**config.mk**
```make
export PLATFORM = sky130hd
export DESIGN_NAME = mkds_cell
export DESIGN_NICKNAME = d
export VERILOG_FILES = /design/src/hdl/mkds_pkg.sv /design/src/hdl/mkds_cell.sv
export SDC_FILE = /design/constraint.sdc
export NUM_CORES = 1
export LEC_CHECK = 0
export ABC_AREA = 1
export BUFFER_PORTS_ARGS = -buffer_cell sky130_fd_sc_hd__buf_4
export CORE_AREA = 8 8 204 206
export DETAILED_ROUTE_END_ITERATION = 8
export DIE_AREA = 0 0 212 214
export PLACE_DENSITY_LB_ADDON = 0.15
export SETUP_SLACK_MARGIN = 0.3
export SYNTH_ARGS = -nofsm -noshare
export SYNTH_HDL_FRONTEND = slang
export SYNTH_SLANG_ARGS = --single-unit
```
**constraint.sdc**
```tcl
create_clock -name clk -period 10.6 [get_ports clk]
set_input_delay 0.53 -clock clk [delete_from_list [all_inputs] [get_ports clk]]
set_output_delay 0.53 -clock clk [all_outputs]
set_load 0.005 [all_outputs]
```
**src/hdl/mkds_pkg.sv**
```systemverilog
// ----------------------------------------------------------------------------
// mkds_pkg
// Shared types and constants of the multi-key draw sorter: cell control,
// controller states, sort modes and port widths.
// ----------------------------------------------------------------------------
package mkds_pkg;

  localparam int HANDLE_W   = 16;
  localparam int DIST_W     = 32;
  localparam int APB_DATA_W = 32;
  localparam int APB_ADDR_W = 3;
  localparam int MODE_W     = 2;

  // register decode on paddr[2]
  localparam logic REG_SORT_MODE = 1'b0;

  localparam logic [MODE_W-1:0] MODE_BY_STATE   = 2'd0;
  localparam logic [MODE_W-1:0] MODE_FAR_FIRST  = 2'd1;
  localparam logic [MODE_W-1:0] MODE_NEAR_FIRST = 2'd2;

  typedef enum logic [1:0] {
    CELL_HOLD,
    CELL_LOAD,
    CELL_SORT,
    CELL_SHIFT_OUT
  } cell_op_t;

  typedef enum logic [1:0] {
    ST_LOAD,
    ST_SORT,
    ST_DRAIN
  } state_t;

  typedef struct packed {
    cell_op_t          op;
    logic [MODE_W-1:0] mode;
    logic              parity;
  } cell_ctl_t;

endpackage

```
**src/hdl/mkds_cell.sv**
```systemverilog
// ----------------------------------------------------------------------------
// mkds_cell
// One slot of the sorting chain: holds one item, shifts it along the chain
// and does its half of an odd-even compare-exchange with its right neighbour.
// ----------------------------------------------------------------------------
module mkds_cell #(
  parameter int HB  = 16,
  parameter int SB  = 6,
  parameter int IDX = 0,
  localparam int SW = 1 + 5 * HB,
  localparam int DW = SW + mkds_pkg::DIST_W + SB
) (
  input  logic                clk,
  input  mkds_pkg::cell_ctl_t ctl,
  input  logic                pair_en,
  input  logic                swap_left,
  input  logic [DW-1:0]       left_data,
  input  logic [DW-1:0]       right_data,
  output logic [DW-1:0]       data_o,
  output logic                swap_o
);
  import mkds_pkg::*;

  localparam logic IDX_PAR = 1'(IDX % 2);

  logic [DW-1:0] data_r;
  logic [DW-1:0] data_nxt;
  logic [DW-1:0] own_key;
  logic [DW-1:0] right_key;

  // Item layout: {flag, handles, distance, arrival sequence}.
  function automatic logic [DW-1:0] sort_key(input logic [DW-1:0] d,
                                             input logic [MODE_W-1:0] mode);
    logic [SW-1:0]     st;
    logic [DIST_W-1:0] ds;
    logic [SB-1:0]     sq;
    st = d[DW-1 -: SW];
    ds = d[SB +: DIST_W];
    sq = d[SB-1:0];
    case (mode)
      MODE_FAR_FIRST:  sort_key = {~ds, st, sq};
      MODE_NEAR_FIRST: sort_key = {ds, st, sq};
      default:         sort_key = d;
    endcase
  endfunction

  assign own_key   = sort_key(data_r, ctl.mode);
  assign right_key = sort_key(right_data, ctl.mode);

  // the sequence number makes keys distinct, so a strict compare is stable
  assign swap_o = (ctl.op == CELL_SORT) && (ctl.parity == IDX_PAR) && pair_en &&
                  (right_key < own_key);

  always_comb begin
    data_nxt = data_r;
    case (ctl.op)
      CELL_LOAD:      data_nxt = left_data;
      CELL_SHIFT_OUT: data_nxt = right_data;
      CELL_SORT: begin
        if (swap_o) begin
          data_nxt = right_data;
        end else if (swap_left) begin
          data_nxt = left_data;
        end
      end
      default:        data_nxt = data_r;
    endcase
  end

  always_ff @(posedge clk) begin
    data_r <= data_nxt;
  end

  assign data_o = data_r;

endmodule

```
==> results.sh, run 1 <==
export IMPL_status="finished clean"
export IMPL_detail_route_wl_per_cell_um=22.3
export IMPL_drive_gt1_share_pct=16.5
export IMPL_clock_fmax_mhz=147
export IMPL_track_usage_pct=28.7
export IMPL_synth_cells=2268
export IMPL_final_max_slew_viol_count=0
export IMPL_cts_resized=0
export IMPL_cts_tree="yes"
export IMPL_num_rows=72
export IMPL_skew_ps=14.0
export IMPL_fillCellCount=4044
export IMPL_mostFrequentLayoutCell="nand2_1"
export IMPL_hold_buffers=0
export IMPL_syn_to_final_growth_pct=25.0
export IMPL_path_clk_slew_ps=60
export IMPL_finalNetCount=2879
export IMPL_cts_buffer_depth=2
export IMPL_seq_area_frac_synth_pct=25.4
export IMPL_layout_min_cycle_time_ps=6810
export IMPL_critPathSlowestCell="nor2_4"
export IMPL_grt_overflow=0
export IMPL_synth_area_um2=14100
export IMPL_crit_path_cell_trace="buf_4 > inv_1 > ha_1 > nor2_4 > buf_4 > inv_2 > buf_4 > nand3_1 > o21ai_0 > ha_1 > nand2_1 > inv_1 > o21bai_1 > nand2_1 > a21oi_1 > nand2_1 > nand2_1 > nand2_1 > nor2_4 > nand2_4 > a31oi_4 > buf_4"
export IMPL_design_area_um2=17600
export IMPL_powerDensity_nw_per_um2=124
export IMPL_worst_pin_slew_ps=1100
export IMPL_yosys_warnings=0
export IMPL_critPathKind="input pin to flop"
export IMPL_largest_reg_flops=119
export IMPL_hold_viol=0
export IMPL_grt_pass1_vias=16100
export IMPL_dpl_cell_area_um2=17000
export IMPL_p_leak_nw=9.01
export IMPL_cp_max_fo=76
export IMPL_ys_seq_elements=119
export IMPL_die_y_um=214
export IMPL_die_w_um=212
export IMPL_dp_slack_ps=3460
export IMPL_wl_um=67800
export IMPL_start_kind="input pin"
export IMPL_vias=17100
export IMPL_antenna_found_initial=2
export IMPL_rsz0062_at_grt="no"
export IMPL_io_pins=366
export IMPL_dp_hpwl_um=50500
export IMPL_dieArea_um2=45400
export IMPL_firstDrtPassIters=7
export IMPL_final_cell_mix="nand2_1, inv_1, buf_4"
export IMPL_via_per_inst=5.62
export IMPL_htree_levels=4
export IMPL_period_share_pct=64.2
export IMPL_setup_ws_ps=3790
export IMPL_initial_core_util_pct=36.7
export IMPL_hp_class="input pin to flop"
export IMPL_slew_headroom_pct=26.8
export IMPL_drtAntennaViolNets=0
export IMPL_fin_tns_setup_ps=0
export IMPL_syn_avg_cell_area_um2=6.20
export IMPL_setup_viol=0
export IMPL_crit_required_ps=10670
export IMPL_portBuffers=365
export IMPL_drc=0
export IMPL_cpPeakStageDelay_ps=800
export IMPL_cap_violations=0
export IMPL_coreArea_um2=38300
export IMPL_worstPathArrival_ps=6880
export IMPL_ir_worst_vdd_mv=0.120
export IMPL_end_kind="flop"
export IMPL_clock_latency_ps=460
export IMPL_cts_buffers=17
export IMPL_syn_nets=2635
export IMPL_synth_distinct_cells=24
export IMPL_grt_pass1_wl_um=100000
export IMPL_root_buffer="clkbuf_16"
export IMPL_grt_start_max_net_pins=163
export IMPL_detail_route_iter0_violations=2147
export IMPL_clock_sinks=119
export IMPL_cp_common_cell="nand2_1"
export IMPL_post_cts_repair_setup_buffers=0
export IMPL_gp_congestion=0.923
[area by class of cell]
| cell class | count | area (µm²) | area share [%] |
|---|---|---|---|
| antenna | 1 | 2.50 | 0.0142 |
| clock buffer | 19 | 433 | 2.46 |
| clock inverter | 13 | 113 | 0.640 |
| inverter | 405 | 1530 | 8.69 |
| multi-input combinational | 1589 | 8430 | 48.0 |
| sequential | 119 | 3570 | 20.3 |
| tap | 518 | 648 | 3.69 |
| timing repair buffer | 380 | 2850 | 16.2 |
[critical path: cells and delay by family]
family | cells | cell delay (ps)
compound gates | 4 | 700
fa+ha+maj | 2 | 770
buf+inv | 7 | 2450
simple gates | 9 | 2200
[report_power, final]
| part | internal [mW] | switching, mW | leakage [nW] |
|---|---|---|---|
| clock | 0.339 | 0.243 | 0.270 |
| sequential | 0.604 | 0.115 | 1.20 |
| combinational | 0.363 | 0.519 | 7.54 |
[per-layer routing]
metal | GRT usage (%) | vias to the layer above | wire [µm]
met3 | 6.37 | 141 | 6910
li1 | - | 8025 | -
met2 | 44.1 | 981 | 30400
met5 | 0 | - | 11
met4 | 11.5 | 2 | 2660
met1 | 38.5 | 7946 | 27800
[final timing paths]
kind	start	endpoint	slack (ps)	depth (start not counted)
max	ctl[2]	data_o[57]	3790	22
min	left_data[48]	data_o[48]	450	5
max reg2reg	data_o[37]	data_o[57]	5440	13
min reg2reg	data_o[117]	data_o[70]	1700	12
[cells in the mapped netlist, drive strengths merged]
| cell | instances | area, µm² |
|---|---|---|
| o211ai | 26 | 195 |
| inv | 403 | 1510 |
| a21o | 5 | 37.5 |
| nor3 | 4 | 20.0 |
| o22ai | 119 | 744 |
| nand3 | 335 | 1680 |
| a31oi | 1 | 6.26 |
| nand4 | 4 | 25.0 |
| a21boi | 6 | 45.0 |
| nor2 | 118 | 445 |
| o21ai | 180 | 901 |
| o21bai | 1 | 7.51 |
| edfxtp | 119 | 3570 |
| a21oi | 173 | 866 |
| nor3b | 2 | 15.0 |
| o21a | 3 | 22.5 |
| buf | 29 | 138 |
| nand2 | 491 | 1840 |
| ha | 121 | 1510 |
| clkbuf | 126 | 473 |
| clkinv | 2 | 7.51 |
[per-stage QoR]
| stage | power (mW) | hold WS, ps | util, % | instances |
|---|---|---|---|---|
| floorplan | 1.18 | 812 | - | 2268 |
| global placement | 1.58 | 906 | 44.5 | 3011 |
| detailed placement | 1.59 | 917 | 44.5 | 3011 |
| CTS | 2.18 | 432 | 45.9 | 3043 |
| global route | 2.31 | 464 | 45.9 | 3043 |
| finish | 2.18 | 447 | 45.9 | 3044 |
[kinds of logic (layout without fill, tap and decap cells)]
group	Yosys count	count (layout)	synth area share, %
other	0	1	0
buffers and inverters	560	817	15.1
AOI/OAI and AO/OA	514	514	20.1
DFF	119	119	25.4
adders and majority gates	121	121	10.8
and+or+nand+nor	954	954	28.6
No activity file was read; power rests on OpenSTA's default activity.
==> run 2: changes to the inputs <==
clock period = 7 ns   (was 10.6 ns; I/O delays follow)
==> run 2 against run 1 <==
  * Count of clock-buffer cells in the layout shrank 1
  * Via count shrank 0.98%
  * Global-route usage shrank 0.28 points
  * Sequential share of layout area shrank 0.20 points
  * Die area is the same
  * Power grew 58%
  * Critical path type is now input pin to primary output
  * Clock skew grew 2.3 ps
  * Clock power grew 76%
  * Final cell count grew 0.13%
  * First-iteration DRC count shrank 9.4%
==> results.sh, run 2 (same netlist as run 1, synthesis figures left out) <==
export IMPL_status="finished clean"
export IMPL_mostFrequentLayoutCell="nand2_1"
export IMPL_period_share_pct=74.1
export IMPL_end_kind="primary output"
export IMPL_hp_start="left_data[114]"
export IMPL_layout_min_cycle_time_ps=5180
export IMPL_final_max_slew_viol_count=0
export IMPL_coreArea_um2=38300
export IMPL_critPathKind="input pin to primary output"
export IMPL_htree_levels=4
export IMPL_finalNetCount=2885
export IMPL_setup_viol=0
export IMPL_final_cell_mix="nand2_1, inv_1, buf_4"
export IMPL_grt_start_max_net_pins=148
export IMPL_powerDensity_nw_per_um2=194
export IMPL_n_antenna_cell=0
export IMPL_syn_to_final_growth_pct=26.2
export IMPL_die_y_um=214
export IMPL_cts_buffer_depth=2
export IMPL_fillCellCount=4006
export IMPL_track_usage_pct=28.4
export IMPL_cts_buffers=17
export IMPL_num_rows=72
export IMPL_holdPathEnd="data_o[114]"
export IMPL_detail_route_wl_per_cell_um=22.0
export IMPL_skew_ps=16.3
export IMPL_dp_hpwl_um=50000
export IMPL_detail_route_iter0_violations=1945
export IMPL_p_leak_nw=9.10
export IMPL_min_path_cells=5
export IMPL_drtAntennaViolNets=0
export IMPL_firstDrtPassIters=6
export IMPL_initial_core_util_pct=36.7
export IMPL_cts_tree="yes"
export IMPL_reg2reg_setup_slack_ps=2830
export IMPL_start_kind="input pin"
export IMPL_io_pins=366
export IMPL_worst_pin_slew_ps=961
export IMPL_clock_fmax_mhz=193
export IMPL_hold_viol=0
export IMPL_portBuffers=365
export IMPL_cts_resized=0
export IMPL_r2r_cells=14
export IMPL_dieArea_um2=45400
export IMPL_drive_gt1_share_pct=16.7
export IMPL_gp_congestion=0.931
export IMPL_grt_pass1_vias=16100
export IMPL_r2r_end="data_o[111]"
export IMPL_slew_headroom_pct=35.9
export IMPL_clock_sinks=119
export IMPL_vias=16900
export IMPL_holdWs_ps=267
export IMPL_fin_tns_setup_ps=0
export IMPL_cp_max_fo=59
export IMPL_rsz0062_at_grt="no"
export IMPL_reg2reg_from="data_o[25]"
export IMPL_root_buffer="clkbuf_16"
export IMPL_post_cts_repair_setup_buffers=0
export IMPL_grt_overflow=0
export IMPL_ir_worst_vdd_mv=0.186
export IMPL_crit_required_ps=6650
export IMPL_largest_reg_flops=119
export IMPL_wl_um=66900
export IMPL_path_clk_slew_ps=70
export IMPL_worstPathArrival_ps=4830
export IMPL_grt_pass1_wl_um=99500
export IMPL_die_w_um=212
export IMPL_drc=0
export IMPL_via_per_inst=5.55
export IMPL_hp_class="input pin to flop"
export IMPL_hold_buffers=0
export IMPL_antenna_found_initial=0
export IMPL_clock_latency_ps=460
export IMPL_cap_violations=0
run 2: cell types whose count changed in the layout (fill, tap and decap cells not counted), sizes merged:
cell,change
diode,-1
buf,+6
clkinvlp,-1
clkinv,-3
clkbuf,-1
bufinv,+4
run 2: how the worst max path moves through the flow:
stage | slack (ps) | start | to
floorplan | 1300 | ctl[1] | data_o[0]
global placement | 1500 | ctl[1] | data_o[101]
detailed placement | 1430 | ctl[1] | data_o[67]
CTS | 1840 | ctl[1] | swap_o
global route | 1450 | ctl[1] | swap_o
finish | 1820 | ctl[2] | swap_o
run 2: worst max-delay path: stages:
cell	delay, ps
buf_4	130
inv_1	50
ha_1	130
buf_4	250
clkinv_1	490
buf_4	450
o211ai_1	230
o21ai_0	130
ha_1	340
nand2_1	100
nor2_1	170
nand2_1	100
nor2_1	200
nand2_1	120
nor3_1	320
nand2_4	90
nand2_4	570
buf_4	370
inv_1	70
buf_4	140
run 2: metal layers:
layer  GRT usage (%)  wire [µm]  vias to the layer above
li1                -          -                     8039
met1            37.3      27600                     7839
met2            45.0      30400                      914
met3            6.56       6480                      135
met4            10.4       2470                        0
met5               0          0                        -
run 2: layout make-up:
type	count	area [µm²]	share of cell area [%]
Clock buffer	18	429	2.42
Clock inverter	13	209	1.18
Inverter	405	1530	8.60
Multi-Input combinational cell	1589	8430	47.5
Sequential cell	119	3570	20.1
Tap cell	518	648	3.65
Timing Repair Buffer	386	2940	16.5
run 2: report_power, final:
part	internal, mW	total [mW]	switching (mW)	leakage (nW)
registers	0.915	1.09	0.171	1.20
logic	0.553	1.33	0.780	7.58
clock network	0.657	1.02	0.364	0.311
run 2: stage by stage:
step | total power, mW | area [µm²] | setup WS, ps | instances | utilization, %
final | 3.44 | 17800 | 1820 | 3048 | 46.4
after global routing | 3.64 | 17800 | 1450 | 3048 | 46.4
after CTS | 3.44 | 17800 | 1840 | 3048 | 46.4
after detailed placement | 2.41 | 17100 | 1430 | 3017 | 44.7
after global placement | 2.39 | 17100 | 1500 | 3017 | 44.7
after floorplan | 1.78 | 14100 | 1300 | 2268 | -
==> run 3: changes to the inputs <==
ABC_AREA = 0   (was 1)
CORE_AREA = 8 8 200 202   (was 8 8 204 206)
DIE_AREA = 0 0 208 210   (was 0 0 212 214)
clock period = 4.5 ns   (was 7 ns; I/O delays follow)
==> run 3 against run 2 <==
  * Critical path depth is 8 lower
  * Setup slack got worse by 1400 ps
  * Clock skew rose by 2.4 ps
  * Die area is 3.7% lower
  * Count of clock-buffer cells in the layout is 2 higher
  * Highest routed layer unchanged
  * Combinational power up 40%
==> results.sh, run 3 <==
export IMPL_cap_violations=0
export IMPL_r2r_cells=12
export IMPL_layout_min_cycle_time_ps=4100
export IMPL_cp_max_fo=41
export IMPL_synth_distinct_cells=44
export IMPL_cts_tree="yes"
export IMPL_grt_pass1_vias=14700
export IMPL_num_rows=71
export IMPL_min_path_cells=3
export IMPL_ys_seq_elements=119
export IMPL_dp_slack_ps=15.0
export IMPL_wl_um=66400
export IMPL_holdPathEnd="data_o[90]"
export IMPL_yosys_top_cells_count="a22oi_1, nand2_1, clkbuf_1"
export IMPL_reg2reg_setup_slack_ps=420
export IMPL_die_y_um=210
export IMPL_dieArea_um2=43700
export IMPL_post_route_util_pct=47.2
export IMPL_syn_nets=1936
export IMPL_cts_buffer_depth=2
export IMPL_mostFrequentLayoutCell="buf_4"
export IMPL_setup_viol=0
export IMPL_status="finished clean"
export IMPL_rsz0062_at_grt="no"
export IMPL_clock_latency_ps=440
export IMPL_skew_ps=18.7
export IMPL_synthTopCellsByArea="edfxtp_1, ha_1, a22oi_1, or4_1, o211ai_1"
export IMPL_firstDrtPassIters=6
export IMPL_reg2reg_from="data_o[20]"
export IMPL_clock_sinks=119
export IMPL_powerDensity_nw_per_um2=285
export IMPL_fin_tns_setup_ps=0
export IMPL_post_synth_top_count_cell="a22oi_1"
export IMPL_dpl_cell_area_um2=16800
export IMPL_cp_num_buf_inv=2
export IMPL_setup_ws_ps=399
export IMPL_coreArea_um2=37000
export IMPL_synth_area_um2=13400
export IMPL_final_max_slew_viol_count=0
export IMPL_final_cell_mix="buf_4, a22oi_1, nand2_1"
export IMPL_largest_reg_flops=119
export IMPL_hold_viol=0
export IMPL_slew_headroom_pct=34.0
export IMPL_r2r_end="data_o[67]"
export IMPL_grt_start_max_net_pins=87
export IMPL_design_area_um2=17500
export IMPL_cpPeakStageDelay_ps=610
export IMPL_critPathSlowestCell="or4_4"
export IMPL_crit_path_cell_trace="mux2i_1 > nor2_1 > a21oi_1 > ha_1 > a21oi_1 > nand2_1 > a221oi_1 > o22ai_1 > or4_4 > nor3_4 > buf_12 > buf_4"
export IMPL_htree_levels=4
export IMPL_hp_class="input pin to flop"
export IMPL_holdWs_ps=125
export IMPL_critPathKind="flop to primary output"
export IMPL_syn_to_final_growth_pct=30.1
export IMPL_initial_core_util_pct=36.3
export IMPL_grt_pass1_wl_um=97500
export IMPL_hp_start="left_data[90]"
export IMPL_synthFlopType="edfxtp_1"
export IMPL_gp_congestion=0.995
export IMPL_via_per_inst=6.53
export IMPL_portBuffers=365
export IMPL_cp_common_cell="a21oi_1"
export IMPL_synth_edf_count=119
export IMPL_p_leak_nw=7.05
export IMPL_track_usage_pct=29.0
export IMPL_seq_area_frac_synth_pct=26.6
export IMPL_yosysTopAreaCell="edfxtp_1"
export IMPL_synth_cells=1569
export IMPL_die_w_um=208
export IMPL_detail_route_iter0_violations=1820
export IMPL_drtAntennaViolNets=0
export IMPL_crit_required_ps=4280
export IMPL_syn_avg_cell_area_um2=8.55
export IMPL_cts_buffers=17
export IMPL_antenna_found_initial=0
export IMPL_start_kind="flop"
export IMPL_worstPathArrival_ps=3880
export IMPL_root_buffer="clkbuf_16"
export IMPL_async_flop_share_pct=0
export IMPL_finalNetCount=2213
export IMPL_grt_overflow=0
export IMPL_end_kind="primary output"
export IMPL_drive_gt1_share_pct=26.0
export IMPL_ir_worst_vdd_mv=0.266
export IMPL_clock_fmax_mhz=244
export IMPL_dp_hpwl_um=49600
export IMPL_vias=15200
export IMPL_n_antenna_cell=0
export IMPL_worst_pin_slew_ps=990
export IMPL_period_share_pct=91.1
export IMPL_detail_route_wl_per_cell_um=28.5
export IMPL_drc=0
export IMPL_synth_top_area_share_pct=26.6
export IMPL_path_clk_slew_ps=60
export IMPL_io_pins=366
export IMPL_cp_top_family="simple AND/OR/NAND/NOR gates"
export IMPL_yosys_warnings=0
==> run 3: stage by stage <==
stage | cells | power (mW)
final | 2333 | 4.97
after global routing | 2333 | 5.21
after CTS | 2332 | 4.95
after detailed placement | 2299 | 3.41
after global placement | 2299 | 3.38
after floorplan | 1569 | 2.52
==> run 3: power breakdown <==
part,switching [mW],internal [mW]
Combinational,1.01,0.857
Sequential,0.196,1.37
Clock,0.566,0.974
Total,1.77,3.20
==> run 3: how the worst max path moves through the flow <==
stage / startpoint / endpoint / depth (start not counted)
after detailed placement: ctl[1] / data_o[67] / 16
after floorplan: ctl[1] / data_o[0] / 16
final: data_o[20] / swap_o / 12
after global placement: ctl[1] / data_o[36] / 16
after global routing: data_o[37] / swap_o / 12
after CTS: ctl[1] / swap_o / 17
==> run 3: cell families after synthesis <==
family | share of synthesized area (%)
compound gates | 30.2
simple gates | 21.7
buf+inv | 5.33
fa+ha+maj | 11.3
flops | 26.6
mux | 4.78
==> run 3: worst min-delay path, cell delays in order <==
cell and delay (ps):
buf_4 90, a22oi_1 80, o211ai_2 60
==> run 3: metal layers <==
layer,vias to the layer above,track usage (%),routed length (µm)
met3,136,6.07,6570
met1,7389,39.5,27800
met2,958,44.3,29300
met4,0,12.3,2720
li1,6755,-,-
met5,-,0,0
==> run 3: final cells by class <==
type / count / area (µm²)
timing repair buffer: 426 / 3380
clock buffer: 20 / 437
sequential: 119 / 3570
inverter: 12 / 60.1
clock inverter: 12 / 181
fill: 3592 / 19500
multi-input combinational: 1270 / 9230
tap: 474 / 593
==> run 3: what timing repair did <==
action / 4_1_cts / 5_1_grt
resized for setup: 2 / 5
setup endpoints to repair: 1 / 139
buffers inserted: 1 / 1
cloned: 0 / 0
pin swaps: 1 / 1
hold buffers: 0 / 0
